## config.mk

```make
export PLATFORM = sky130hd
export DESIGN_NAME = acdsu_front
export DESIGN_NICKNAME = d
export VERILOG_FILES = /design/src/design/acdsu_pkg.sv /design/src/design/acdsu_front.sv
export SDC_FILE = /design/constraint.sdc
export NUM_CORES = 1
export LEC_CHECK = 0
export BUFFER_PORTS_ARGS = -buffer_cell sky130_fd_sc_hd__buf_2
export CAP_MARGIN = 25
export CORE_ASPECT_RATIO = 1.1
export CORE_MARGIN = 4
export CORE_UTILIZATION = 25
export CTS_BUF_LIST = sky130_fd_sc_hd__clkbuf_4
export CTS_CLUSTER_DIAMETER = 150
export DETAILED_ROUTE_END_ITERATION = 10
export GPL_TIMING_DRIVEN = 0
export HOLD_SLACK_MARGIN = 0.12
export PLACE_DENSITY_LB_ADDON = 0.2
export SYNTH_ARGS = -nofsm -noshare
export SYNTH_HDL_FRONTEND = slang
export SYNTH_SLANG_ARGS = --single-unit
```

## constraint.sdc

```tcl
create_clock -name i_clk -period 19.37 [get_ports i_clk]
set_clock_uncertainty 0.15 [all_clocks]
set_input_delay 2.9055 -clock i_clk [delete_from_list [all_inputs] [get_ports i_clk]]
set_output_delay 2.9055 -clock i_clk [all_outputs]
set_load 0.01 [all_outputs]
```

## src/design/acdsu_pkg.sv

```systemverilog
// shared types, constants and aes byte functions for the cbc stream decryptor
// no dependencies; imported by every design module
package acdsu_pkg;

    // configuration register indexes
    localparam logic [2:0] REG_KEY_A    = 3'd0;
    localparam logic [2:0] REG_KEY_B    = 3'd1;
    localparam logic [2:0] REG_KEY_C    = 3'd2;
    localparam logic [2:0] REG_KEY_D    = 3'd3;
    localparam logic [2:0] REG_KEY_MODE = 3'd4;

    // key size codes
    localparam logic [1:0] MODE_128 = 2'd0;
    localparam logic [1:0] MODE_192 = 2'd1;

    // queue depths
    localparam int IQ_DEPTH = 2;
    localparam int OQ_DEPTH = 4;

    // block handed from front to back
    typedef struct packed {
        logic [127:0] cipher;
        logic [127:0] chain;
        logic         fin;
    } t_blk;

    // one result
    typedef struct packed {
        logic [127:0] plain;
        logic [4:0]   nvalid;
        logic         eos;
    } t_res;

    localparam logic [7:0] SBOX [256] = '{
        8'h63,8'h7c,8'h77,8'h7b,8'hf2,8'h6b,8'h6f,8'hc5,8'h30,8'h01,8'h67,8'h2b,8'hfe,8'hd7,8'hab,8'h76,
        8'hca,8'h82,8'hc9,8'h7d,8'hfa,8'h59,8'h47,8'hf0,8'had,8'hd4,8'ha2,8'haf,8'h9c,8'ha4,8'h72,8'hc0,
        8'hb7,8'hfd,8'h93,8'h26,8'h36,8'h3f,8'hf7,8'hcc,8'h34,8'ha5,8'he5,8'hf1,8'h71,8'hd8,8'h31,8'h15,
        8'h04,8'hc7,8'h23,8'hc3,8'h18,8'h96,8'h05,8'h9a,8'h07,8'h12,8'h80,8'he2,8'heb,8'h27,8'hb2,8'h75,
        8'h09,8'h83,8'h2c,8'h1a,8'h1b,8'h6e,8'h5a,8'ha0,8'h52,8'h3b,8'hd6,8'hb3,8'h29,8'he3,8'h2f,8'h84,
        8'h53,8'hd1,8'h00,8'hed,8'h20,8'hfc,8'hb1,8'h5b,8'h6a,8'hcb,8'hbe,8'h39,8'h4a,8'h4c,8'h58,8'hcf,
        8'hd0,8'hef,8'haa,8'hfb,8'h43,8'h4d,8'h33,8'h85,8'h45,8'hf9,8'h02,8'h7f,8'h50,8'h3c,8'h9f,8'ha8,
        8'h51,8'ha3,8'h40,8'h8f,8'h92,8'h9d,8'h38,8'hf5,8'hbc,8'hb6,8'hda,8'h21,8'h10,8'hff,8'hf3,8'hd2,
        8'hcd,8'h0c,8'h13,8'hec,8'h5f,8'h97,8'h44,8'h17,8'hc4,8'ha7,8'h7e,8'h3d,8'h64,8'h5d,8'h19,8'h73,
        8'h60,8'h81,8'h4f,8'hdc,8'h22,8'h2a,8'h90,8'h88,8'h46,8'hee,8'hb8,8'h14,8'hde,8'h5e,8'h0b,8'hdb,
        8'he0,8'h32,8'h3a,8'h0a,8'h49,8'h06,8'h24,8'h5c,8'hc2,8'hd3,8'hac,8'h62,8'h91,8'h95,8'he4,8'h79,
        8'he7,8'hc8,8'h37,8'h6d,8'h8d,8'hd5,8'h4e,8'ha9,8'h6c,8'h56,8'hf4,8'hea,8'h65,8'h7a,8'hae,8'h08,
        8'hba,8'h78,8'h25,8'h2e,8'h1c,8'ha6,8'hb4,8'hc6,8'he8,8'hdd,8'h74,8'h1f,8'h4b,8'hbd,8'h8b,8'h8a,
        8'h70,8'h3e,8'hb5,8'h66,8'h48,8'h03,8'hf6,8'h0e,8'h61,8'h35,8'h57,8'hb9,8'h86,8'hc1,8'h1d,8'h9e,
        8'he1,8'hf8,8'h98,8'h11,8'h69,8'hd9,8'h8e,8'h94,8'h9b,8'h1e,8'h87,8'he9,8'hce,8'h55,8'h28,8'hdf,
        8'h8c,8'ha1,8'h89,8'h0d,8'hbf,8'he6,8'h42,8'h68,8'h41,8'h99,8'h2d,8'h0f,8'hb0,8'h54,8'hbb,8'h16
    };

    localparam logic [7:0] INV_SBOX [256] = '{
        8'h52,8'h09,8'h6a,8'hd5,8'h30,8'h36,8'ha5,8'h38,8'hbf,8'h40,8'ha3,8'h9e,8'h81,8'hf3,8'hd7,8'hfb,
        8'h7c,8'he3,8'h39,8'h82,8'h9b,8'h2f,8'hff,8'h87,8'h34,8'h8e,8'h43,8'h44,8'hc4,8'hde,8'he9,8'hcb,
        8'h54,8'h7b,8'h94,8'h32,8'ha6,8'hc2,8'h23,8'h3d,8'hee,8'h4c,8'h95,8'h0b,8'h42,8'hfa,8'hc3,8'h4e,
        8'h08,8'h2e,8'ha1,8'h66,8'h28,8'hd9,8'h24,8'hb2,8'h76,8'h5b,8'ha2,8'h49,8'h6d,8'h8b,8'hd1,8'h25,
        8'h72,8'hf8,8'hf6,8'h64,8'h86,8'h68,8'h98,8'h16,8'hd4,8'ha4,8'h5c,8'hcc,8'h5d,8'h65,8'hb6,8'h92,
        8'h6c,8'h70,8'h48,8'h50,8'hfd,8'hed,8'hb9,8'hda,8'h5e,8'h15,8'h46,8'h57,8'ha7,8'h8d,8'h9d,8'h84,
        8'h90,8'hd8,8'hab,8'h00,8'h8c,8'hbc,8'hd3,8'h0a,8'hf7,8'he4,8'h58,8'h05,8'hb8,8'hb3,8'h45,8'h06,
        8'hd0,8'h2c,8'h1e,8'h8f,8'hca,8'h3f,8'h0f,8'h02,8'hc1,8'haf,8'hbd,8'h03,8'h01,8'h13,8'h8a,8'h6b,
        8'h3a,8'h91,8'h11,8'h41,8'h4f,8'h67,8'hdc,8'hea,8'h97,8'hf2,8'hcf,8'hce,8'hf0,8'hb4,8'he6,8'h73,
        8'h96,8'hac,8'h74,8'h22,8'he7,8'had,8'h35,8'h85,8'he2,8'hf9,8'h37,8'he8,8'h1c,8'h75,8'hdf,8'h6e,
        8'h47,8'hf1,8'h1a,8'h71,8'h1d,8'h29,8'hc5,8'h89,8'h6f,8'hb7,8'h62,8'h0e,8'haa,8'h18,8'hbe,8'h1b,
        8'hfc,8'h56,8'h3e,8'h4b,8'hc6,8'hd2,8'h79,8'h20,8'h9a,8'hdb,8'hc0,8'hfe,8'h78,8'hcd,8'h5a,8'hf4,
        8'h1f,8'hdd,8'ha8,8'h33,8'h88,8'h07,8'hc7,8'h31,8'hb1,8'h12,8'h10,8'h59,8'h27,8'h80,8'hec,8'h5f,
        8'h60,8'h51,8'h7f,8'ha9,8'h19,8'hb5,8'h4a,8'h0d,8'h2d,8'he5,8'h7a,8'h9f,8'h93,8'hc9,8'h9c,8'hef,
        8'ha0,8'he0,8'h3b,8'h4d,8'hae,8'h2a,8'hf5,8'hb0,8'hc8,8'heb,8'hbb,8'h3c,8'h83,8'h53,8'h99,8'h61,
        8'h17,8'h2b,8'h04,8'h7e,8'hba,8'h77,8'hd6,8'h26,8'he1,8'h69,8'h14,8'h63,8'h55,8'h21,8'h0c,8'h7d
    };

    // multiply by x in gf(2^8)
    function automatic logic [7:0] f_xt(input logic [7:0] b);
        return {b[6:0], 1'b0} ^ (b[7] ? 8'h1b : 8'h00);
    endfunction

    // sbox on each byte of a key word
    function automatic logic [31:0] f_sub_word(input logic [31:0] w);
        return {SBOX[w[31:24]], SBOX[w[23:16]], SBOX[w[15:8]], SBOX[w[7:0]]};
    endfunction

    // inverse shift rows and inverse sbox; byte 0 sits in the top bits
    function automatic logic [127:0] f_isub(input logic [127:0] s);
        logic [127:0] t;
        int src;
        t = '0;
        for (int c = 0; c < 4; c++) begin
            for (int r = 0; r < 4; r++) begin
                src = 4 * ((c + 4 - r) & 3) + r;
                t[127 - 8 * (4 * c + r) -: 8] = INV_SBOX[s[127 - 8 * src -: 8]];
            end
        end
        return t;
    endfunction

    // inverse mix columns
    function automatic logic [127:0] f_imix(input logic [127:0] s);
        logic [127:0] t;
        logic [7:0] a [4];
        logic [7:0] x2 [4];
        logic [7:0] x4 [4];
        logic [7:0] x8 [4];
        logic [7:0] m9 [4];
        logic [7:0] m11 [4];
        logic [7:0] m13 [4];
        logic [7:0] m14 [4];
        t = '0;
        for (int c = 0; c < 4; c++) begin
            for (int k = 0; k < 4; k++) begin
                a[k]   = s[127 - 8 * (4 * c + k) -: 8];
                x2[k]  = f_xt(a[k]);
                x4[k]  = f_xt(x2[k]);
                x8[k]  = f_xt(x4[k]);
                m9[k]  = x8[k] ^ a[k];
                m11[k] = x8[k] ^ x2[k] ^ a[k];
                m13[k] = x8[k] ^ x4[k] ^ a[k];
                m14[k] = x8[k] ^ x4[k] ^ x2[k];
            end
            t[127 - 8 * (4 * c) -: 8]     = m14[0] ^ m11[1] ^ m13[2] ^ m9[3];
            t[127 - 8 * (4 * c + 1) -: 8] = m9[0] ^ m14[1] ^ m11[2] ^ m13[3];
            t[127 - 8 * (4 * c + 2) -: 8] = m13[0] ^ m9[1] ^ m14[2] ^ m11[3];
            t[127 - 8 * (4 * c + 3) -: 8] = m11[0] ^ m13[1] ^ m9[2] ^ m14[3];
        end
        return t;
    endfunction

endpackage

```

## src/design/acdsu_front.sv

```systemverilog
// front part: takes blocks, tracks iv and end of stream, queues work for the back
// depends on acdsu_pkg
module acdsu_front import acdsu_pkg::*; (
    input  logic         i_clk,
    input  logic         i_rst_n,
    input  logic         i_key_ready,
    input  logic         i_valid,
    output logic         o_ready,
    input  logic [127:0] i_cipher,
    input  logic         i_fin,
    output logic         o_valid,
    input  logic         i_ready,
    output t_blk         o_blk
);

    t_blk         r_q [IQ_DEPTH];
    logic         r_wp;
    logic         r_rp;
    logic [1:0]   r_cnt;
    logic         r_iv_seen;
    logic         r_done;
    logic [127:0] r_chain;

    logic w_acc;
    logic w_push;
    logic w_pop;

    assign o_ready = i_key_ready && (r_cnt < 2'(IQ_DEPTH));
    assign w_acc   = i_valid && o_ready;
    assign w_push  = w_acc && !r_done && r_iv_seen;
    assign o_valid = (r_cnt != 2'd0);
    assign o_blk   = r_q[r_rp];
    assign w_pop   = o_valid && i_ready;

    // stream tracking
    always_ff @(posedge i_clk) begin
        if (!i_rst_n) begin
            r_iv_seen <= 1'b0;
            r_done    <= 1'b0;
        end else if (w_acc && !r_done) begin
            r_iv_seen <= 1'b1;
            r_done    <= i_fin;
        end
    end

    // chain value is the previous ciphertext or the iv
    always_ff @(posedge i_clk) begin
        if (w_acc && !r_done) r_chain <= i_cipher;
    end

    // work queue
    always_ff @(posedge i_clk) begin
        if (!i_rst_n) begin
            r_wp  <= 1'b0;
            r_rp  <= 1'b0;
            r_cnt <= 2'd0;
        end else begin
            if (w_push) begin
                r_q[r_wp] <= '{cipher: i_cipher, chain: r_chain, fin: i_fin};
                r_wp      <= ~r_wp;
            end
            if (w_pop) r_rp <= ~r_rp;
            r_cnt <= r_cnt + {1'b0, w_push} - {1'b0, w_pop};
        end
    end

endmodule

```

After elaboration in Yosys (flattened, before gate mapping)

Memories as Yosys holds them, arrays and structs flattened. A register that Yosys moved wholly into a read port is not among the register bits.
Index checks and enable logic that the tools add are counted.

Bits in registers: 134
Memory bits (writable): 514
Input bits: 134
Output and inout bits: 259
Logic and storage cells: 24
Memories: 1

$add $sub $neg: 2
$lt $le $gt $ge: 1
Muxes and demuxes: 5
Bitwise logic cells: 2
Reduce and logical (&&, ||, !) cells: 7

Memories:

| memory | depth | width | read ports | clocked after Yosys merged registers in | write ports | RTL line          | text |
|---|---|---|---|---|---|---|---|
| r_q    | 2     | 257   | 1          | 1                                       | 1           | acdsu_front.sv:16 | `t_blk r_q [IQ_DEPTH];` |

Operators with widths:

| cell                 | number |
|---|---|
| $logic_and A1 B1 Y1  | 5 |
| $mux W1              | 5 |
| $add A2 B1 Y2        | 1 |
| $lt A2 B2 Y1 const B | 1 |
| $not A1 Y1           | 2 |
| $reduce_bool A2 Y1   | 1 |
| $sub A2 B1 Y2        | 1 |
| $logic_not A1 Y1     | 1 |

Depth between registers and ports, before layout

Word-level depth: 8
Gate-level depth with buffers: 9
Depth with buffers taken out: 9

Least setup slack after synthesis

No wires, ideal clock.

Path kind: in2reg
Start point: input i_valid
End point: memory r_q[0][0] (netlist bit) (enable)
Library setup time: 0.878 ns
Arrival time: 17.183 ns
Data required time: 18.342 ns
Path slack: 1.159 ns
Stages on the path: 3
Path buffers: 0
Cell sequence: and4bb_1 -> nand3_1 -> nor2_1

Longest elaborated chain between the ends: 6

RTL lines:

| what                             | RTL line          | text |
|---|---|---|
| from (decl)                      | acdsu_front.sv:7  | `input logic i_valid,` |
| $logic_and A1 B1 Y1              | acdsu_front.sv:29 | `assign w_acc = i_valid && o_ready;` |
| $logic_and A1 B1 Y1 (2 in a row) | acdsu_front.sv:30 | `assign w_push = w_acc && !r_done && r_iv_seen;` |
| $mux W1                          | acdsu_front.sv:58 | `if (w_push) begin` |
| $mux W1                          | acdsu_front.sv:53 | `if (!i_rst_n) begin` |
| $mux W1 (implied by the code)    | acdsu_front.sv:59 | `r_q[r_wp] <= '{cipher: i_cipher, chain: r_chain, fin: i_fin};` |
| to (decl)                        | acdsu_front.sv:16 |  |

No other way between the ends.

Worst setup path in the final report

Start point: input i_key_ready
End point: output o_ready

Longest elaborated chain between the ends: 1

RTL lines:

| what                | RTL line          | text |
|---|---|---|
| from (decl)         | acdsu_front.sv:6  | `input logic i_key_ready,` |
| $logic_and A1 B1 Y1 | acdsu_front.sv:28 | `assign o_ready = i_key_ready && (r_cnt < 2'(IQ_DEPTH));` |
| to (decl)           | acdsu_front.sv:8  | `output logic o_ready,` |

No other way between the ends.

==> reports/metrics.csv <==
metric,value,unit
postLayoutSetupSlackWorst,13.00,ns
cp_max_fo,2,
htree_levels,4,
slew_viol_final,0,
io_pins,393,
utilization,0.3172,
cts_tree,done,
clk_latency,0.95,ns
grt_pass1_vias,12420,
netlist_instances,959,
pre_cts_ws,12.99,ns
ys_warn_count,0,
cp.arrival,3.32,ns
synth.distinct_cells,23,
via_per_inst,3.844,
relSlewSlack,0.5528,
final_nets,1681,
p_leak,10.83,nW
setup_viol,0,
wire_per_inst,18.64,um
synth_area,0.02371,mm2
drive_above_1_share,0.5760,
cts_made_buffers,173,
ys_ff_latch,649,
finalCriticalPeriod,6.372,ns
hold_buffers,0,
irDropWorstVdd,0.05219,mV
cpPeakStageDelay,0.16,ns
die_h,331.0,um
track_usage,0.1079,
worst_pin_slew,0.6692,ns
core_area,0.09420,mm2
clk_pin_slew_worst_paths,0.06,ns
cellPowerDensity,111.3,mW/mm2
criticalPathCategory,primary input to output pin,
start_util,0.2517,
firstDrtPassIters,4,
min_period_over_period,0.3290,
cp-end-kind,output pin,
antenna_found_initial,15,
place_area,0.02774,mm2
fin_area,0.02988,mm2
ant_nets,0,
status,"complete, no violations",
crit_top_cell,buf_2,
slowest_stage,nor2b_1,
placedCellCount,2630,
post-cts-setup-buffers,0,
grt_pass1_wl,78690,um
rsz0062_at_grt,false,
critPathTopFamily,buffers and inverters,
hold_viol,0,
ctsResizeCount,0,
start_kind,primary input,
die_w,301.6,um
cp.required,16.31,ns
vias,11291,
stdcell_count,2937,
initialDrtViolationCount,449,
overflow,0,
cts_root_buffer,clkbuf_4,
clk_path_buf_depth,3,
syn_nets,1095,
grt_max_degree,55,
rows,118,
path_cells,"buf_2, nor2b_1, buf_2",
gp_congestion,0.7046,
portBuffers,392,
wl,54760,um
maxCapViolations,0,
synth_area_per_cell,24.72,um2
hold_class,register to register,
die-area,0.09984,mm2
holdWs,0.2190,ns
final.fill_count,9345,
areaGrowthSynthToFinish,26.01,%
dp_hpwl,36280,um
path_buf_inv,2,
fmax,156.9,MHz
cts_sinks,649,
post-route-drc-count,0,
yosysSeqAreaShare,0.8190,
==> kinds of logic after synthesis <==
kind of cell	share of synthesized area
XOR/XNOR	0.001108
multiplexers	0.1585
AND/OR/NAND/NOR	0.003535
AO/OA/AOI/OAI	0.001161
buffers and inverters	0.01567
adder cells (fa/ha/maj)	0.001055
flip-flops	0.8190
==> cells in the final DEF (no fill, tap or decap), drive strengths merged <==
cell type and n:
o22ai 1, or2 1, and4bb 1, dfxtp 7, o21a 2, nor2b 4
ha 2, edfxtp 642, nand3 1, diode 7, clkinv 45, inv 6
nand2 1, buf 440, nor2 1, and3 1, bufinv 2, xnor2 3
clkinvlp 4, clkbuf 245, and2 3, a31oi 1, mux2 257
==> where the power goes <==
group	total [mW]	internal [mW]	switching (mW)	leakage, nW
Sequential	1.61	1.59	0.0143	5.87
Combinational	0.564	0.278	0.286	3.70
Clock	1.16	0.607	0.549	1.26
==> final timing paths <==
path         slack, ns        start  cells after the start         end
max              13.00  i_key_ready                      3     o_ready
min               0.22  r_chain[43]                      0  r_q[0][44]
max reg2reg      15.74     r_cnt[1]                      8  r_q[0][63]
min reg2reg       0.22  r_chain[43]                      0  r_q[0][44]
==> sequential cells by signal, summed over array words and instances, names as in the netlist, named ones only <==
signal     flops
r_done         1
r_wp           1
r_iv_seen      1
r_cnt          2
r_rp           1
r_q          514
r_chain      128
==> area by class of cell <==
cell class	count	area, um2	share of cell area
well taps	1260	1577	0.05277
diodes	7	17.52	0.0005863
clock buffers	245	1839	0.06156
flip-flops and latches	649	19420	0.6499
multi-input cells	279	3936	0.1317
repair buffers	411	2432	0.08141
clock inverters	55	285.3	0.009548
inverters	2	7.507	0.0002513
plain buffers	29	364.1	0.01219
==> synthesized netlist by cell type <==
cell type,count,area share
and3_1,1,0.00026
nor2_1,1,0.00016
buf_2,2,0.00042
xnor2_1,3,0.0011
o22ai_1,1,0.00026
and2_4,1,0.00037
ha_1,2,0.0011
a31oi_1,1,0.00026
buf_12,1,0.00084
and4bb_1,1,0.00053
inv_1,2,0.00032
or2_2,1,0.00026
edfxtp_1,642,0.81
mux2_2,27,0.013
nand2_1,1,0.00016
buf_6,15,0.0071
o21a_1,2,0.00063
nand3_1,1,0.00021
buf_8,11,0.0070
mux2_4,230,0.15
and2_1,2,0.00053
nor2b_1,4,0.0011
dfxtp_1,7,0.0059
==> metrics by stage <==
stage                     TNS [ns]  total power, mW
after floorplan                  0            2.002
after global placement    -3401.58            2.233
after detailed placement         0            2.225
after CTS                        0            3.423
after global routing             0            3.515
final                            0            3.327
==> layer usage <==
layer / up-vias / track usage / part of all wire
li1: 5162 / - / -
met5: - / 0 / 0.0013
met2: 365 / 0.1831 / 0.51
met4: 12 / 0.05324 / 0.028
met1: 5625 / 0.1135 / 0.37
met3: 127 / 0.04922 / 0.087
(Power assumes the default switching activity.)
