===== config.mk =====
export PLATFORM = sky130hd
export DESIGN_NAME = acdsu_keyexp
export DESIGN_NICKNAME = d
export VERILOG_FILES = /design/src/design/acdsu_pkg.sv /design/src/design/acdsu_keyexp.sv
export SDC_FILE = /design/constraint.sdc
export NUM_CORES = 2
export LEC_CHECK = 0
export BUFFER_PORTS_ARGS = -buffer_cell sky130_fd_sc_hd__buf_2
export CAP_MARGIN = 0
export CORE_AREA = 2 2 780 782
export CTS_BUF_LIST = sky130_fd_sc_hd__clkbuf_4 sky130_fd_sc_hd__clkbuf_8
export DETAILED_ROUTE_END_ITERATION = 12
export DIE_AREA = 0 0 782 784
export PLACE_DENSITY = 0.3
export SYNTH_ARGS = -nofsm -noshare
export SYNTH_HDL_FRONTEND = slang
export SYNTH_SLANG_ARGS = --single-unit

===== constraint.sdc =====
create_clock -name i_clk -period 22.6 [get_ports i_clk]
set_clock_uncertainty 0.15 [all_clocks]
set_input_delay 2.26 -clock i_clk [delete_from_list [all_inputs] [get_ports i_clk]]
set_output_delay 2.26 -clock i_clk [all_outputs]
set_load 0.01 [all_outputs]

===== src/design/acdsu_pkg.sv =====
// shared types, constants and aes byte functions for the cbc stream decryptor
// no dependencies; imported by every design module
package acdsu_pkg;

    // configuration register indexes
    localparam logic [2:0] REG_KEY_A    = 3'd0;
    localparam logic [2:0] REG_KEY_B    = 3'd1;
    localparam logic [2:0] REG_KEY_C    = 3'd2;
    localparam logic [2:0] REG_KEY_D    = 3'd3;
    localparam logic [2:0] REG_KEY_MODE = 3'd4;

    // key size codes
    localparam logic [1:0] MODE_128 = 2'd0;
    localparam logic [1:0] MODE_192 = 2'd1;

    // queue depths
    localparam int IQ_DEPTH = 2;
    localparam int OQ_DEPTH = 4;

    // block handed from front to back
    typedef struct packed {
        logic [127:0] cipher;
        logic [127:0] chain;
        logic         fin;
    } t_blk;

    // one result
    typedef struct packed {
        logic [127:0] plain;
        logic [4:0]   nvalid;
        logic         eos;
    } t_res;

    localparam logic [7:0] SBOX [256] = '{
        8'h63,8'h7c,8'h77,8'h7b,8'hf2,8'h6b,8'h6f,8'hc5,8'h30,8'h01,8'h67,8'h2b,8'hfe,8'hd7,8'hab,8'h76,
        8'hca,8'h82,8'hc9,8'h7d,8'hfa,8'h59,8'h47,8'hf0,8'had,8'hd4,8'ha2,8'haf,8'h9c,8'ha4,8'h72,8'hc0,
        8'hb7,8'hfd,8'h93,8'h26,8'h36,8'h3f,8'hf7,8'hcc,8'h34,8'ha5,8'he5,8'hf1,8'h71,8'hd8,8'h31,8'h15,
        8'h04,8'hc7,8'h23,8'hc3,8'h18,8'h96,8'h05,8'h9a,8'h07,8'h12,8'h80,8'he2,8'heb,8'h27,8'hb2,8'h75,
        8'h09,8'h83,8'h2c,8'h1a,8'h1b,8'h6e,8'h5a,8'ha0,8'h52,8'h3b,8'hd6,8'hb3,8'h29,8'he3,8'h2f,8'h84,
        8'h53,8'hd1,8'h00,8'hed,8'h20,8'hfc,8'hb1,8'h5b,8'h6a,8'hcb,8'hbe,8'h39,8'h4a,8'h4c,8'h58,8'hcf,
        8'hd0,8'hef,8'haa,8'hfb,8'h43,8'h4d,8'h33,8'h85,8'h45,8'hf9,8'h02,8'h7f,8'h50,8'h3c,8'h9f,8'ha8,
        8'h51,8'ha3,8'h40,8'h8f,8'h92,8'h9d,8'h38,8'hf5,8'hbc,8'hb6,8'hda,8'h21,8'h10,8'hff,8'hf3,8'hd2,
        8'hcd,8'h0c,8'h13,8'hec,8'h5f,8'h97,8'h44,8'h17,8'hc4,8'ha7,8'h7e,8'h3d,8'h64,8'h5d,8'h19,8'h73,
        8'h60,8'h81,8'h4f,8'hdc,8'h22,8'h2a,8'h90,8'h88,8'h46,8'hee,8'hb8,8'h14,8'hde,8'h5e,8'h0b,8'hdb,
        8'he0,8'h32,8'h3a,8'h0a,8'h49,8'h06,8'h24,8'h5c,8'hc2,8'hd3,8'hac,8'h62,8'h91,8'h95,8'he4,8'h79,
        8'he7,8'hc8,8'h37,8'h6d,8'h8d,8'hd5,8'h4e,8'ha9,8'h6c,8'h56,8'hf4,8'hea,8'h65,8'h7a,8'hae,8'h08,
        8'hba,8'h78,8'h25,8'h2e,8'h1c,8'ha6,8'hb4,8'hc6,8'he8,8'hdd,8'h74,8'h1f,8'h4b,8'hbd,8'h8b,8'h8a,
        8'h70,8'h3e,8'hb5,8'h66,8'h48,8'h03,8'hf6,8'h0e,8'h61,8'h35,8'h57,8'hb9,8'h86,8'hc1,8'h1d,8'h9e,
        8'he1,8'hf8,8'h98,8'h11,8'h69,8'hd9,8'h8e,8'h94,8'h9b,8'h1e,8'h87,8'he9,8'hce,8'h55,8'h28,8'hdf,
        8'h8c,8'ha1,8'h89,8'h0d,8'hbf,8'he6,8'h42,8'h68,8'h41,8'h99,8'h2d,8'h0f,8'hb0,8'h54,8'hbb,8'h16
    };

    localparam logic [7:0] INV_SBOX [256] = '{
        8'h52,8'h09,8'h6a,8'hd5,8'h30,8'h36,8'ha5,8'h38,8'hbf,8'h40,8'ha3,8'h9e,8'h81,8'hf3,8'hd7,8'hfb,
        8'h7c,8'he3,8'h39,8'h82,8'h9b,8'h2f,8'hff,8'h87,8'h34,8'h8e,8'h43,8'h44,8'hc4,8'hde,8'he9,8'hcb,
        8'h54,8'h7b,8'h94,8'h32,8'ha6,8'hc2,8'h23,8'h3d,8'hee,8'h4c,8'h95,8'h0b,8'h42,8'hfa,8'hc3,8'h4e,
        8'h08,8'h2e,8'ha1,8'h66,8'h28,8'hd9,8'h24,8'hb2,8'h76,8'h5b,8'ha2,8'h49,8'h6d,8'h8b,8'hd1,8'h25,
        8'h72,8'hf8,8'hf6,8'h64,8'h86,8'h68,8'h98,8'h16,8'hd4,8'ha4,8'h5c,8'hcc,8'h5d,8'h65,8'hb6,8'h92,
        8'h6c,8'h70,8'h48,8'h50,8'hfd,8'hed,8'hb9,8'hda,8'h5e,8'h15,8'h46,8'h57,8'ha7,8'h8d,8'h9d,8'h84,
        8'h90,8'hd8,8'hab,8'h00,8'h8c,8'hbc,8'hd3,8'h0a,8'hf7,8'he4,8'h58,8'h05,8'hb8,8'hb3,8'h45,8'h06,
        8'hd0,8'h2c,8'h1e,8'h8f,8'hca,8'h3f,8'h0f,8'h02,8'hc1,8'haf,8'hbd,8'h03,8'h01,8'h13,8'h8a,8'h6b,
        8'h3a,8'h91,8'h11,8'h41,8'h4f,8'h67,8'hdc,8'hea,8'h97,8'hf2,8'hcf,8'hce,8'hf0,8'hb4,8'he6,8'h73,
        8'h96,8'hac,8'h74,8'h22,8'he7,8'had,8'h35,8'h85,8'he2,8'hf9,8'h37,8'he8,8'h1c,8'h75,8'hdf,8'h6e,
        8'h47,8'hf1,8'h1a,8'h71,8'h1d,8'h29,8'hc5,8'h89,8'h6f,8'hb7,8'h62,8'h0e,8'haa,8'h18,8'hbe,8'h1b,
        8'hfc,8'h56,8'h3e,8'h4b,8'hc6,8'hd2,8'h79,8'h20,8'h9a,8'hdb,8'hc0,8'hfe,8'h78,8'hcd,8'h5a,8'hf4,
        8'h1f,8'hdd,8'ha8,8'h33,8'h88,8'h07,8'hc7,8'h31,8'hb1,8'h12,8'h10,8'h59,8'h27,8'h80,8'hec,8'h5f,
        8'h60,8'h51,8'h7f,8'ha9,8'h19,8'hb5,8'h4a,8'h0d,8'h2d,8'he5,8'h7a,8'h9f,8'h93,8'hc9,8'h9c,8'hef,
        8'ha0,8'he0,8'h3b,8'h4d,8'hae,8'h2a,8'hf5,8'hb0,8'hc8,8'heb,8'hbb,8'h3c,8'h83,8'h53,8'h99,8'h61,
        8'h17,8'h2b,8'h04,8'h7e,8'hba,8'h77,8'hd6,8'h26,8'he1,8'h69,8'h14,8'h63,8'h55,8'h21,8'h0c,8'h7d
    };

    // multiply by x in gf(2^8)
    function automatic logic [7:0] f_xt(input logic [7:0] b);
        return {b[6:0], 1'b0} ^ (b[7] ? 8'h1b : 8'h00);
    endfunction

    // sbox on each byte of a key word
    function automatic logic [31:0] f_sub_word(input logic [31:0] w);
        return {SBOX[w[31:24]], SBOX[w[23:16]], SBOX[w[15:8]], SBOX[w[7:0]]};
    endfunction

    // inverse shift rows and inverse sbox; byte 0 sits in the top bits
    function automatic logic [127:0] f_isub(input logic [127:0] s);
        logic [127:0] t;
        int src;
        t = '0;
        for (int c = 0; c < 4; c++) begin
            for (int r = 0; r < 4; r++) begin
                src = 4 * ((c + 4 - r) & 3) + r;
                t[127 - 8 * (4 * c + r) -: 8] = INV_SBOX[s[127 - 8 * src -: 8]];
            end
        end
        return t;
    endfunction

    // inverse mix columns
    function automatic logic [127:0] f_imix(input logic [127:0] s);
        logic [127:0] t;
        logic [7:0] a [4];
        logic [7:0] x2 [4];
        logic [7:0] x4 [4];
        logic [7:0] x8 [4];
        logic [7:0] m9 [4];
        logic [7:0] m11 [4];
        logic [7:0] m13 [4];
        logic [7:0] m14 [4];
        t = '0;
        for (int c = 0; c < 4; c++) begin
            for (int k = 0; k < 4; k++) begin
                a[k]   = s[127 - 8 * (4 * c + k) -: 8];
                x2[k]  = f_xt(a[k]);
                x4[k]  = f_xt(x2[k]);
                x8[k]  = f_xt(x4[k]);
                m9[k]  = x8[k] ^ a[k];
                m11[k] = x8[k] ^ x2[k] ^ a[k];
                m13[k] = x8[k] ^ x4[k] ^ a[k];
                m14[k] = x8[k] ^ x4[k] ^ x2[k];
            end
            t[127 - 8 * (4 * c) -: 8]     = m14[0] ^ m11[1] ^ m13[2] ^ m9[3];
            t[127 - 8 * (4 * c + 1) -: 8] = m9[0] ^ m14[1] ^ m11[2] ^ m13[3];
            t[127 - 8 * (4 * c + 2) -: 8] = m13[0] ^ m9[1] ^ m14[2] ^ m11[3];
            t[127 - 8 * (4 * c + 3) -: 8] = m11[0] ^ m13[1] ^ m9[2] ^ m14[3];
        end
        return t;
    endfunction

endpackage


===== src/design/acdsu_keyexp.sv =====
// key registers and sequential key schedule, one word per cycle
// depends on acdsu_pkg
module acdsu_keyexp import acdsu_pkg::*; (
    input  logic              i_clk,
    input  logic              i_rst_n,
    input  logic              i_cfg_valid,
    input  logic [2:0]        i_cfg_index,
    input  logic [63:0]       i_cfg_data,
    output logic              o_ready,
    output logic [1:0]        o_mode,
    output logic [59:0][31:0] o_rk
);

    localparam logic [1:0] ST_LOAD = 2'd0;
    localparam logic [1:0] ST_RUN  = 2'd1;
    localparam logic [1:0] ST_DONE = 2'd2;

    logic [63:0]       r_key [4];
    logic [1:0]        r_mode;
    logic [1:0]        r_st;
    logic [59:0][31:0] r_rk;
    logic [31:0]       r_win [8];
    logic [5:0]        r_idx;
    logic [2:0]        r_m;
    logic [7:0]        r_rcon;

    logic [3:0]  w_nk;
    logic [31:0] w_kw [8];
    logic [31:0] w_load [8];
    logic [31:0] w_far;
    logic [31:0] w_prev;
    logic [31:0] w_t;
    logic [31:0] w_new;

    // key length in words
    always_comb begin
        unique case (r_mode)
            MODE_128: w_nk = 4'd4;
            MODE_192: w_nk = 4'd6;
            default:  w_nk = 4'd8;
        endcase
    end

    // raw key words and the initial window (newest word first)
    always_comb begin
        for (int i = 0; i < 8; i++) begin
            w_kw[i] = (i % 2 == 1) ? r_key[i / 2][31:0] : r_key[i / 2][63:32];
        end
        for (int j = 0; j < 8; j++) begin
            unique case (r_mode)
                MODE_128: w_load[j] = w_kw[3'(3 - j)];
                MODE_192: w_load[j] = w_kw[3'(5 - j)];
                default:  w_load[j] = w_kw[3'(7 - j)];
            endcase
        end
    end

    // next schedule word
    always_comb begin
        w_prev = r_win[0];
        unique case (r_mode)
            MODE_128: w_far = r_win[3];
            MODE_192: w_far = r_win[5];
            default:  w_far = r_win[7];
        endcase
        if (r_m == 3'd0) begin
            w_t = f_sub_word({w_prev[23:0], w_prev[31:24]}) ^ {r_rcon, 24'h0};
        end else if (w_nk == 4'd8 && r_m == 3'd4) begin
            w_t = f_sub_word(w_prev);
        end else begin
            w_t = w_prev;
        end
        w_new = w_far ^ w_t;
    end

    // register writes restart the schedule
    always_ff @(posedge i_clk) begin
        if (!i_rst_n) begin
            for (int i = 0; i < 4; i++) r_key[i] <= '0;
            r_mode <= MODE_128;
            r_st   <= ST_LOAD;
        end else if (i_cfg_valid && i_cfg_index <= REG_KEY_MODE) begin
            unique case (i_cfg_index)
                REG_KEY_A: r_key[0] <= i_cfg_data;
                REG_KEY_B: r_key[1] <= i_cfg_data;
                REG_KEY_C: r_key[2] <= i_cfg_data;
                REG_KEY_D: r_key[3] <= i_cfg_data;
                default:   r_mode   <= i_cfg_data[1:0];
            endcase
            r_st <= ST_LOAD;
        end else begin
            unique case (r_st)
                ST_LOAD: begin
                    for (int j = 0; j < 8; j++) begin
                        r_win[j] <= w_load[j];
                        r_rk[j]  <= w_kw[j];
                    end
                    r_idx  <= {2'b00, w_nk};
                    r_m    <= 3'd0;
                    r_rcon <= 8'h01;
                    r_st   <= ST_RUN;
                end
                ST_RUN: begin
                    r_rk[r_idx] <= w_new;
                    r_win[0]    <= w_new;
                    for (int j = 1; j < 8; j++) r_win[j] <= r_win[j - 1];
                    r_m <= ({1'b0, r_m} == w_nk - 4'd1) ? 3'd0 : r_m + 3'd1;
                    if (r_m == 3'd0) r_rcon <= f_xt(r_rcon);
                    if (r_idx == 6'd59) r_st <= ST_DONE;
                    r_idx <= r_idx + 6'd1;
                end
                default: begin
                end
            endcase
        end
    end

    assign o_ready = (r_st == ST_DONE);
    assign o_mode  = r_mode;
    assign o_rk    = r_rk;

endmodule


**Word level (Yosys, flattened, before mapping)**

Memory sizes are Yosys's and may differ from the RTL's.
Index checks and enable logic that the tools add are counted.

- Input port bits: 70
- Memories: 6
- Word-level logic and storage cells: 200
- Memory bits (writable): 512
- Output and inout bits: 1,923
- Bits in latches: 0
- Register bits after elaboration: 1,941
- ROM bits: 8,192

Memories:

| memory | words | bits a word | read ports | clocked after Yosys merged registers in | write ports | RTL line | source |
|---|---|---|---|---|---|---|---|
| (no name shown) | 256 | 8 | 1 | 0 | 0 | acdsu_pkg.sv:79 | `return {SBOX[w[31:24]], SBOX[w[23:16]], SBOX[w[15:8]], SBOX[w[7:0]]};` |
| (no name shown) | 256 | 8 | 1 | 0 | 0 | acdsu_pkg.sv:79 |  |
| (no name shown) | 256 | 8 | 1 | 0 | 0 | acdsu_pkg.sv:79 |  |
| (no name shown) | 256 | 8 | 1 | 0 | 0 | acdsu_pkg.sv:79 |  |
| r_key | 4 | 64 | 4 | 0 | 4 | acdsu_keyexp.sv:18 | `logic [63:0] r_key [4];` |
| r_win | 8 | 32 | 8 | 0 | 8 | acdsu_keyexp.sv:22 | `logic [31:0] r_win [8];` |

- Div/mod/pow operators: 0
- Reduce and logical (&&, ||, !) cells: 16
- $mul: 0
- Equal/unequal tests: 12
- Multiplexer cells: 69
- Bitwise gates (word level): 22
- Shifts and indexed selects: 0
- Add/subtract/negate cells: 3
- Magnitude comparators: 7

Operators by type and width:

| cell | number |
|---|---|
| $bwmux W1920 | 1 |
| $pmux W256 S2 | 1 |
| $mux W32 | 15 |
| $pmux W32 S2 | 5 |
| $mux W64 | 4 |
| $demux W32 S6 | 1 |
| $mux W8 | 9 |
| $xor A32 B32 Y32 | 2 |
| $ge A9 B9 Y1 const B | 4 |
| $not A8 Y9 | 4 |
| $mux W1 | 25 |
| $pmux W8 S2 | 1 |
| $or A1 B1 Y1 | 12 |
| $pmux W6 S2 | 1 |
| $pmux W4 S2 | 1 |
| $xor A8 B5 Y8 | 1 |
| $lt A6 B7 Y1 const B | 1 |
| $add A6 B1 Y6 const B | 1 |
| $eq A3 B2 Y1 const B | 2 |
| $eq A6 B6 Y1 const B | 1 |
| $ge A6 B1 Y1 const B | 1 |
| $logic_not A3 Y1 | 2 |
| $pmux W3 S2 | 1 |
| $reduce_and A3 Y1 | 2 |
| other kinds (22) | 31 |

**Logic depth before layout (Yosys ltp)**

- Depth after elaboration: 9
- Depth in mapped cells: 15
- Mapped depth without buffers: 11

**Least setup slack after synthesis**

OpenSTA, ideal clock, no wires.

- Path type: input to register
- Start point: in i_cfg_index[1]
- End point: mem r_win[0][0], enable pin
- Data arrival time: 7,913 ps
- Stages: 6
- Setup time: 605 ps
- Slack: 13,931 ps
- Path buffers: 1
- Cell sequence: o21ai_0 -> nand2_1 -> nand2_1 -> or2_2 -> clkbuf_1 -> inv_1

RTL lines:

| item | RTL line | source |
|---|---|---|
| start, declared | acdsu_keyexp.sv:7 | `input logic [2:0] i_cfg_index,` |
| end, declared | acdsu_keyexp.sv:22 |  |

==> results_dict.tcl <==
set metrics [dict create \
    final_hold_viol_count 0 \
    synthAdderAreaFrac 0.00750 \
    cts_hold_buf 0 \
    worstSkewPairLatency_ps 1290 \
    placed_cells_incl_taps 16600 \
    tritoncts.num_buffers 453 \
    layout_setup_ws_ps 15090 \
    vias_per_cell 4.23 \
    use_met3 0.0321 \
    post_synth_mux_area_share 0.0213 \
    clk_pin_slew_worst_paths_ps 70 \
    synth-main-ff-cell "sky130_fd_sc_hd__edfxtp_1" \
    antenna_found_initial 121 \
    drive_gt1_frac 0.350 \
    max_freq_mhz 133 \
    initial_cell_density_of_the_core 0.163 \
    synth_seq_cells 2453 \
    die_h_um 784 \
    yosysTopAreaCell "sky130_fd_sc_hd__edfxtp_1" \
    ctsRootBufferMaster "sky130_fd_sc_hd__clkbuf_8" \
    worst_hold_startpoint "r_key[2][9]" \
    startpoint_type_of_the_worst_setup_path "flip-flop" \
    port_buffers 1992 \
    final.min_clock_period_ps 7510 \
    layout.cells.most_common "sky130_fd_sc_hd__edfxtp_1" \
    pin_count_of_the_biggest_net_entering_global_routing 153 \
    vdd_drop_max_uv 59.8 \
    met1_usage 0.238 \
    grt.met2_usage 0.334 \
    tritoncts "built" \
    synth_top_family_by_area "compound AO/OA/AOI/OAI gates" \
    routabilityCongestion 0.837 \
    static-leakage-power_nw 45.1 \
    final_cell_count_no_fill 17500 \
    global_route.peak_usage_layer "met2" \
    count_of_flip_flops_with_a_built_in_enable_after_synthesis 2449 \
    timing.setup.tns_ps 0 \
    first_global_vias 73000 \
    postCtsSetupRepairBufs 0 \
    maxSlewViolCount 0 \
    drtIter0Drc 8088 \
    max_cap_violations 0 \
    r2r_start "r_win[0][24]" \
    synth_warnings 0 \
    fillerInstances 65300 \
    drt_first_pass_iters 5 \
    fp-row-count 286 \
    synth.avg_cell_area_um2 14.7 \
    yosysSeqAreaShare 0.748 \
    detail_route.wirelength_um 614000 \
    cts.sink_count 2453 \
    grt_first_pass_wirelength_um 783000 \
    drcViolationCount 0 \
    worst_slew_margin_rel 0.0524 \
    synthArstFlopShare 0 \
    synth-compound-area-share 0.0969 \
    fp.coreArea_um2 605000 \
    worst_hold_slack_ps 382 \
    synthXorXnorAreaFrac 0.00627 \
    chipWidth_um 782 \
    yosys.cell_types.count 102 \
    fp.dieArea_um2 613000 \
    setup_violations 0 \
    gr-total-overflow 0 \
    worstSetupPathType "flip-flop to flip-flop" \
    post_cts_resize_count 0 \
    num_io_pins 1993 \
    hpwlAfterDp_um 437000 \
    status "completed" \
    synth.top_cell.area_share 0.747 \
    power_density_nw_per_um2 89.5 \
    worstPathArrival_ps 8070 \
    post_synth_and_or_nand_nor_area_fraction 0.0965 \
    dp_worst_setup_slack_ps 15130 \
    ant_nets 0 \
    timing_worst_slew_pin_value_ps 1420 \
    critPathLaunch "r_win[0][24]" \
    finish.net_count 9079 \
    synth.top_cells.by_area "sky130_fd_sc_hd__edfxtp_1 75%, sky130_fd_sc_hd__nand2_1 2.7%, sky130_fd_sc_hd__o21ai_0 2.0%" \
    cp_data_required_time_ps 23160 \
    fin_crit_sh 0.332 \
    syn-cell-area_um2 98400 \
    worstHoldPathType "flip-flop to flip-flop" \
    areaGrowthSynthToFinish_pct 30.9 \
    h_tree_depth_reported_by_cts 5 \
    netlist_instances 6705 \
    grt_util_all_layers 0.190 \
    postSynthNetCount 6834 \
    vias 74000 \
    commonest_cells_after_routing_fill_and_taps_aside "2,449 x sky130_fd_sc_hd__edfxtp_1, 1,992 x sky130_fd_sc_hd__buf_2, 704 x sky130_fd_sc_hd__nand2_1, 453 x sky130_fd_sc_hd__clkbuf_8, 387 x sky130_fd_sc_hd__o21ai_0" \
    clk_path_buf_depth 4 \
    timing.critical_path.fanout_max 55 \
    worstSetupEndpointType "flip-flop" \
    wire_per_inst_um 35.1 \
    rsz0062_at_grt "no" \
]
[routing by layer]
layer,vias to the layer above,share of wire
li1,30300,-
met1,39200,0.40
met2,3702,0.50
met3,774,0.061
met4,16,0.035
met5,-,0.00015
[final timing paths]
| path | end | slack, ps | cells after the start |
|---|---|---|---|
| hold / removal | o_rk[169] | 380 | 2 |
| hold reg to reg | o_rk[169] | 380 | 2 |
| setup reg to reg | o_rk[515] | 15090 | 13 |
| setup / recovery | o_rk[515] | 15090 | 13 |
[synth_stat cells (35+ instances only)]
cell type                     n
sky130_fd_sc_hd__edfxtp_1  2449
sky130_fd_sc_hd__nand2_1    709
sky130_fd_sc_hd__o21ai_0    397
sky130_fd_sc_hd__nor2_1     378
sky130_fd_sc_hd__clkbuf_1   300
sky130_fd_sc_hd__and2_1     295
sky130_fd_sc_hd__a21oi_1    209
sky130_fd_sc_hd__a31oi_1    184
sky130_fd_sc_hd__nand3_1    116
sky130_fd_sc_hd__nand2b_1   107
sky130_fd_sc_hd__buf_2       98
sky130_fd_sc_hd__nor2b_1     95
sky130_fd_sc_hd__nor3_1      83
sky130_fd_sc_hd__o21ai_1     81
sky130_fd_sc_hd__mux2_2      80
sky130_fd_sc_hd__inv_1       64
sky130_fd_sc_hd__mux2i_1     61
sky130_fd_sc_hd__ha_1        59
sky130_fd_sc_hd__a211oi_1    54
sky130_fd_sc_hd__o211ai_1    54
sky130_fd_sc_hd__buf_1       42
sky130_fd_sc_hd__a22o_1      37
sky130_fd_sc_hd__xnor2_1     37
sky130_fd_sc_hd__a22oi_1     35
[sequential cells by signal, indices dropped and copies added, names as in the netlist]
| register | cells |
|---|---|
| r_st | 2 |
| o_rk | 1920 |
| o_mode | 2 |
| r_m | 3 |
| r_key | 256 |
| r_idx | 6 |
| r_win | 256 |
| r_rcon | 8 |
[per-stage QoR]
step | util | area (um2) | power (mW)
finish | 0.213 | 129000 | 11.5
global route | 0.213 | 129000 | 11.9
CTS | 0.213 | 129000 | 11.7
detailed placement | 0.198 | 119000 | 7.25
global placement | 0.198 | 119000 | 7.26
floorplan | - | 98400 | 6.08
[worst max-delay path: stages, from the launching register on]
cell and delay (ps):
sky130_fd_sc_hd__edfxtp_1 330, sky130_fd_sc_hd__buf_4 470, sky130_fd_sc_hd__clkinv_1 600, sky130_fd_sc_hd__ha_1 470
sky130_fd_sc_hd__buf_4 260, sky130_fd_sc_hd__nand2b_1 500, sky130_fd_sc_hd__a32oi_1 190, sky130_fd_sc_hd__nand4_1 180
sky130_fd_sc_hd__a211oi_1 120, sky130_fd_sc_hd__a311oi_1 740, sky130_fd_sc_hd__nor2_1 370, sky130_fd_sc_hd__nor3_1 870
sky130_fd_sc_hd__xnor2_2 490, sky130_fd_sc_hd__inv_6 780
[where the power goes]
group | switching, mW | total (mW) | internal (mW)
Clock | 2.12 | 4.42 | 2.30
Sequential | 0.0906 | 5.41 | 5.32
Combinational | 1.39 | 1.70 | 0.310
Total | 3.60 | 11.5 | 7.93
[logic make-up after synthesis]
family,count (synthesis)
buf+inv,541
fa+ha+maj,59
simple gates,1973
mux,167
xor+xnor,58
compound gates,1454
flops,2453
[layout make-up]
type,count,area [um2],share of cell area
tap,8064,10100,0.0783
multi-input combinational,3711,23400,0.181
inverter,72,363,0.00282
clock buffer,599,7330,0.0569
timing repair buffer,2259,12000,0.0933
antenna,118,295,0.00229
clock inverter,228,1760,0.0137
sequential,2453,73600,0.571
(Power assumes the default switching activity.)
